`config.mk`:
```
export PLATFORM = sky130hd
export DESIGN_NAME = sbh_front
export DESIGN_NICKNAME = d
export VERILOG_FILES = /design/src/rtl/core/sbh_pkg.sv /design/src/rtl/core/sbh_front.sv
export SDC_FILE = /design/constraint.sdc
export NUM_CORES = 1
export LEC_CHECK = 0
export BUFFER_PORTS_ARGS = -buffer_cell sky130_fd_sc_hd__buf_4
export CAP_MARGIN = 20
export CORE_MARGIN = 5
export CORE_UTILIZATION = 30
export DETAILED_ROUTE_END_ITERATION = 10
export GPL_TIMING_DRIVEN = 0
export SLEW_MARGIN = 20
export SYNTH_ARGS = -nofsm -noshare
export SYNTH_HDL_FRONTEND = slang
export SYNTH_SLANG_ARGS = --single-unit
```
`constraint.sdc`:
```
create_clock -name clock -period 1.9 [get_ports clock]
set_input_delay 0 -clock clock [delete_from_list [all_inputs] [get_ports clock]]
set_output_delay 0 -clock clock [all_outputs]
set_load 0.03 [all_outputs]
```
`src/rtl/core/sbh_pkg.sv`:
```
// ----------------------------------------------------------------------------
// sbh_pkg
// Shared types, constants and mixing functions of the selectable byte hash.
// ----------------------------------------------------------------------------
package sbh_pkg;

   typedef struct packed {
      logic [7:0] data_byte;
      logic       byte_valid;
      logic       last;
   } item_type;

   typedef enum logic [1:0] {
      ALGO_SIP = 2'd0,
      ALGO_FNV = 2'd1,
      ALGO_MUR = 2'd2,
      ALGO_DJB = 2'd3
   } algo_type;

   localparam logic [1:0] CSR_HASH_SELECT = 2'd0;
   localparam logic [1:0] CSR_KEY_LOW     = 2'd1;
   localparam logic [1:0] CSR_KEY_HIGH    = 2'd2;

   localparam logic [1:0]  HASH_SELECT_RESET = 2'd0;
   localparam logic [63:0] KEY_LOW_RESET     = 64'h74642d7865646f63;
   localparam logic [63:0] KEY_HIGH_RESET    = 64'h212179656b2d3831;

   localparam logic [31:0] FNV_OFFSET = 32'h811c9dc5;
   localparam logic [31:0] FNV_PRIME  = 32'h01000193;
   localparam logic [63:0] DJB_INIT   = 64'd5381;
   localparam logic [31:0] MUR_C1     = 32'hcc9e2d51;
   localparam logic [31:0] MUR_C2     = 32'h1b873593;
   localparam logic [31:0] MUR_ADD    = 32'he6546b64;
   localparam logic [31:0] MUR_F1     = 32'h85ebca6b;
   localparam logic [31:0] MUR_F2     = 32'hc2b2ae35;
   localparam logic [63:0] SIP_IV0    = 64'h736f6d6570736575;
   localparam logic [63:0] SIP_IV1    = 64'h646f72616e646f6d;
   localparam logic [63:0] SIP_IV2    = 64'h6c7967656e657261;
   localparam logic [63:0] SIP_IV3    = 64'h7465646279746573;

   typedef struct packed {
      logic [63:0] v0;
      logic [63:0] v1;
      logic [63:0] v2;
      logic [63:0] v3;
   } sip_state_type;

   function automatic logic [63:0] rotl64(input logic [63:0] x, input int unsigned n);
      return (x << n) | (x >> (64 - n));
   endfunction

   function automatic logic [31:0] rotl32(input logic [31:0] x, input int unsigned n);
      return (x << n) | (x >> (32 - n));
   endfunction

   function automatic logic [31:0] mul32(input logic [31:0] a, input logic [31:0] b);
      logic [31:0] p;
      p = a * b;
      return p;
   endfunction

   // First half of a SipRound: the two independent add-rotate-xor lanes.
   function automatic sip_state_type sip_half_a(input sip_state_type s);
      sip_state_type t;
      t = s;
      t.v0 = s.v0 + s.v1;
      t.v1 = rotl64(s.v1, 13) ^ t.v0;
      t.v0 = rotl64(t.v0, 32);
      t.v2 = s.v2 + s.v3;
      t.v3 = rotl64(s.v3, 16) ^ t.v2;
      return t;
   endfunction

   // Second half of a SipRound: the crossed lanes.
   function automatic sip_state_type sip_half_b(input sip_state_type s);
      sip_state_type t;
      t = s;
      t.v0 = s.v0 + s.v3;
      t.v3 = rotl64(s.v3, 21) ^ t.v0;
      t.v2 = s.v2 + s.v1;
      t.v1 = rotl64(s.v1, 17) ^ t.v2;
      t.v2 = rotl64(t.v2, 32);
      return t;
   endfunction

endpackage

```
`src/rtl/core/sbh_front.sv`:
```
// ----------------------------------------------------------------------------
// sbh_front
// Two-entry input queue that decouples the byte stream from the engine.
// ----------------------------------------------------------------------------
module sbh_front (
   input  logic              clock,
   input  logic              reset,
   input  logic              push,
   input  sbh_pkg::item_type push_item,
   output logic              full,
   input  logic              pop,
   output sbh_pkg::item_type head_item,
   output logic              empty
);
   import sbh_pkg::*;

   item_type   slot_ff [2];
   logic       wr_ptr_ff, wr_ptr_in;
   logic       rd_ptr_ff, rd_ptr_in;
   logic [1:0] count_ff, count_in;
   logic       do_push, do_pop;

   assign full      = (count_ff == 2'd2);
   assign empty     = (count_ff == 2'd0);
   assign head_item = slot_ff[rd_ptr_ff];
   assign do_push   = push && !full;
   assign do_pop    = pop && !empty;

   always_comb begin
      wr_ptr_in = wr_ptr_ff ^ do_push;
      rd_ptr_in = rd_ptr_ff ^ do_pop;
      count_in  = count_ff + {1'b0, do_push} - {1'b0, do_pop};
   end

   always_ff @(posedge clock) begin
      if (reset) begin
         wr_ptr_ff <= 1'b0;
         rd_ptr_ff <= 1'b0;
         count_ff  <= 2'd0;
      end else begin
         wr_ptr_ff <= wr_ptr_in;
         rd_ptr_ff <= rd_ptr_in;
         count_ff  <= count_in;
      end
   end

   always_ff @(posedge clock) begin
      if (do_push) begin
         slot_ff[wr_ptr_ff] <= push_item;
      end
   end

endmodule

```
* Yosys cells after proc, flatten, opt, wreduce, memory -nomap -nowiden
Memory sizes are Yosys's and may differ from the RTL's. A register that Yosys moved wholly into a read port is not among the register bits. Cells that the tools add are included.
Word-level totals: bits in registers 4, bits in writable memories 20, bits of input ports 14, output and inout bits 12, memories kept 1
Cells by class: add/sub/neg operators 2, equality and inequality tests 1, multiplexer cells 3, bitwise logic cells 2, reductions and logical operators 5
Memory list:
- slot_ff | words 2, bits a word 10, rd ports 1, clocked after Yosys merged registers in 1, wr ports 1, line sbh_front.sv:17 | item_type slot_ff [2];
Operators by type and width (count):
- two-way mux 1 bit | 3
- adder 2 x 1 -> 2 bit | 1
- equality test 2 bit (second input constant) | 1
- logical AND 1 bit | 2
- zero test 1 bit | 2
- zero test 2 bit | 1
- subtractor 2 x 1 -> 2 bit | 1
- XOR 1 bit | 2

* Depth between registers and ports, before layout
depth after elaboration 5, depth in mapped cells 7

* Least setup slack after synthesis
Ideal clock, no wire load.
kind reg-to-reg, start register count_ff[1], end register count_ff[1], setup time 0.064 ns, data arrival time 1.306 ns, required time 1.836 ns, setup slack 0.530 ns, stages on the path, launching flop included 8, buffers on the path 0, cell sequence dfxtp_1 -> or2b_1 -> nand2_1 -> ha_1 -> inv_1 -> ha_1 -> xnor3_1 -> nor2_1
On the way: word-level cells in the longest chain between the ends 5, elaborated cells on any way between the ends 8, those cells by class 2 x add/sub; 1 x eq/ne; 5 x reduce/logical
Ends and longest elaborated chain:
- start, declared | line sbh_front.sv:20 | logic [1:0] count_ff, count_in;
- start signal, assigned | line sbh_front.sv:43 | count_ff <= count_in;
- equality test 2 bit | line sbh_front.sv:23 | assign full = (count_ff == 2'd2);
- zero test 1 bit | line sbh_front.sv:26 | assign do_push = push && !full;
- logical AND 1 bit | line sbh_front.sv:26
- adder 2 x 1 -> 2 bit | line sbh_front.sv:32 | count_in = count_ff + {1'b0, do_push} - {1'b0, do_pop};
- subtractor 2 x 1 -> 2 bit * | line sbh_front.sv:32
Mark *: on every way between the ends. The rest lies on a longest branch, timed or not. A chain may end at the register's enable or synchronous reset.

* Worst setup path after layout
start register count_ff[1], end memory slot_ff[0][1] in the netlist's numbering, enable pin
On the way: word-level cells in the longest chain between the ends 5
Ends and longest elaborated chain:
- equality test 2 bit | line sbh_front.sv:23
- zero test 1 bit | line sbh_front.sv:26
- logical AND 1 bit | line sbh_front.sv:26
- two-way mux 1 bit | line sbh_front.sv:48 | if (do_push) begin
- two-way mux 1 bit (implied by the code) | line sbh_front.sv:49 | slot_ff[wr_ptr_ff] <= push_item;
- end, declared | line sbh_front.sv:17
No other way between the ends.

==> results.py <==
metrics = {
    "cells_and_area": {
        "syn_to_final_growth_pct": 42.7,
        "final_util_pct": 44.3,
        "layout-drive-gt1-share_pct": 43.6,
        "seqCellArea_um2": 681,
        "num-fill-cells": 305,
        "multi_input_area_um2": 249,
        "n_antenna_cell": 0,
        "nets": 113,
    },
    "critical_path": {
        "critPathSlowestCell": "ha_1",
        "endpoint_kind": "register",
        "worst-setup-path-type": "reg2reg",
        "slowest_delay_ns": 0.46,
        "startpoint_type": "register",
        "critPathTopFamily": "adder cells",
        "required_ns": 1.86,
        "path_max_fanout": 10,
        "cp_cell_sequence": "or2b_1 -> and2_1 -> ha_1",
        "arrival_ns": 1.46,
        "crit_buf_inv": 0,
    },
    "sta": {
        "fmax_ghz": 0.666,
        "hold_viol": 0,
        "skew_ns": 0.00675,
        "rsz0062_at_grt": "false",
        "tightest_slew_ns": 0.486,
        "setup_viol": 0,
        "tns_ns": 0,
        "slew_viol_final": 0,
        "holdWs_ns": 0.0877,
        "min_period_ns": 1.50,
        "period_share_pct": 79.1,
        "relSlewSlack_pct": 67.6,
    },
    "global_route": {
        "antenna_found_initial": 0,
        "grtUsageTotal_pct": 7.98,
        "grt_pass1_vias": 599,
        "grt_max_degree": 15,
        "gr-total-overflow": 0,
        "grt_first_pass_wirelength_um": 2550,
    },
    "power": {
        "p_leak_nw": 0.545,
        "swShare_pct": 30.3,
        "switchingPower_w": 0.000511,
        "power_density_mw_per_mm2": 1250,
        "internal_power_w": 0.00118,
        "p_total_w": 0.00169,
        "p_comb_share_pct": 37.1,
        "clkPwrFrac_pct": 21.1,
        "irDropWorstVdd_v": 0.000735,
        "seq_power_share_pct": 41.8,
    },
    "floorplan": {
        "initial_core_util_pct": 31.1,
        "dieArea_mm2": 0.00439,
        "die_h_um": 66.2,
        "ios": 26,
        "fp-row-count": 20,
        "die_w_um": 66.2,
        "core_mm2": 0.00305,
    },
    "detailed_routing": {
        "ant_nets": 0,
        "drt_iter0_markers": 16,
        "drtPass1Iterations": 2,
        "wl_per_cell_um": 11.3,
        "wl_um": 1560,
        "drc": 0,
        "vias": 561,
        "viasPerCell": 4.07,
    },
    "synthesis": {
        "synth-seq-area-share_pct": 71.8,
        "synth.most_common_cell": "edfxtp_1",
        "synthAdderAreaFrac_pct": 5.28,
        "ys_top_cells_by_count": "edfxtp_1 (20), mux2_2 (11), dfxtp_1 (4), ha_1 (4), nor2_1 (4)",
        "synth_compound_area_share_pct": 0.792,
        "synth_edf_count": 20,
        "synthSimpleGateAreaFrac_pct": 4.75,
        "muxShareOfSynthArea_pct": 13.1,
        "synth_area_leaders": "edfxtp_1 (63%), mux2_2 (13%), dfxtp_1 (8.4%)",
        "yosys_warnings": 0,
        "synth_cell_type_count": 13,
        "syn-instance-count": 54,
        "syn_area_um2": 948,
        "synth-async-reset-ratio_pct": 0,
        "syn_area_per_cell_um2": 17.6,
        "yosys.area.top_type": "edfxtp_1",
        "ys.flop_type": "edfxtp_1",
        "synth_nets": 72,
        "synth_top_family_by_area": "multiplexers",
        "synth_xor_area_share_pct": 2.37,
        "synth_top_area_share_pct": 63.3,
        "ys_seq_elements": 24,
    },
    "run_status": {
        "status": "finished clean",
    },
    "placement": {
        "dpl.hpwl_um": 1090,
        "io_buffers": 25,
        "routabilityCongestion": 0.603,
    },
    "clock_network": {
        "h-tree-depth": 1,
        "clockBufferDepth": 2,
        "cts_sinks": 24,
        "cts-root-buf": "clkbuf_4",
        "cts_tree": "yes",
        "clkLatencyLatePin_ns": 0.31,
        "cts_resized": 0,
        "cts_made_buffers": 3,
        "hold_buffers": 11,
        "path_clk_slew_ns": 0.12,
        "postCtsSetupRepairBufs": 0,
    },
    "run": {
        "cap_violations": 0,
    },
    "hold_path": {
        "hold_path_class": "in2reg",
    },
}
layer usage:
metal | GRT usage (%) | up-vias | routed length, µm
li1 | - | 278 | -
met1 | 8.34 | 260 | 656
met2 | 14.1 | 21 | 761
met3 | 3.23 | 2 | 119
met4 | 3.05 | 0 | 18
met5 | 0 | - | 0
layout make-up:
cell class                      count  area share [%]
Sequential cell                    24            50.3
Clock buffer                        3            1.66
Inverter                            3           0.832
Clock inverter                      1            2.22
Tap cell                           44            4.07
Buffer                              1           0.555
Timing Repair Buffer               36            22.0
Multi-Input combinational cell     26            18.4
per-stage QoR:
stage	cells	instance area (µm²)	worst slack (ns)
2_1_floorplan	54	948	0.530
3_3_place_gp	123	1190	0.392
3_5_place_dp	123	1190	0.359
4_1_cts	138	1350	0.347
5_1_grt	138	1350	0.258
6_report	138	1350	0.397
power groups by stage:
stage	clock (W)	sequential [W]	combinational, W
floorplan	0	0.000710	0.000426
global placement	0	0.000715	0.000612
detailed placement	0	0.000721	0.000621
CTS	0.000369	0.000708	0.000644
global route	0.000392	0.000718	0.000685
finish	0.000356	0.000705	0.000627
sequential cells by signal, summed over array words and instances (netlist names):
signal,flops
rd_ptr_ff,1
slot_ff,20
wr_ptr_ff,1
count_ff,2
worst reg2reg max path, stage by stage, from the launching register on:
cell,delay [ns]
dfxtp_1,0.35
or2b_1,0.19
and2_1,0.16
ha_1,0.46
cells by family (layout without fill, tap and decap cells):
logic type	after synthesis	after routing
flops	24	24
mux	11	11
simple gates	9	9
fa+ha+maj	4	4
buf+inv	4	44
compound gates	1	1
xor+xnor	1	1
layout by cell type (no fill, tap or decap):
| cell type | instances |
|---|---|
| o21a_1 | 1 |
| and2_1 | 1 |
| ha_1 | 4 |
| xnor3_1 | 1 |
| dfxtp_1 | 4 |
| or2b_1 | 1 |
| inv_1 | 3 |
| clkbuf_4 | 3 |
| mux2_2 | 11 |
| nor2b_1 | 2 |
| edfxtp_1 | 20 |
| dlygate4sd3_1 | 11 |
| nor2_1 | 4 |
| buf_4 | 26 |
| bufinv_16 | 1 |
| nand2_1 | 1 |
worst paths after layout:
path / from / end / slack, ns / depth (start not counted)
worst max-delay path: count_ff[1] / slot_ff[0][1] / 0.40 / 3
worst min register to register: wr_ptr_ff / wr_ptr_ff / 0.57 / 3
worst min-delay path: pop / rd_ptr_ff / 0.09 / 3
worst max register to register: count_ff[1] / slot_ff[0][1] / 0.40 / 3
(Power assumes the default switching activity.)
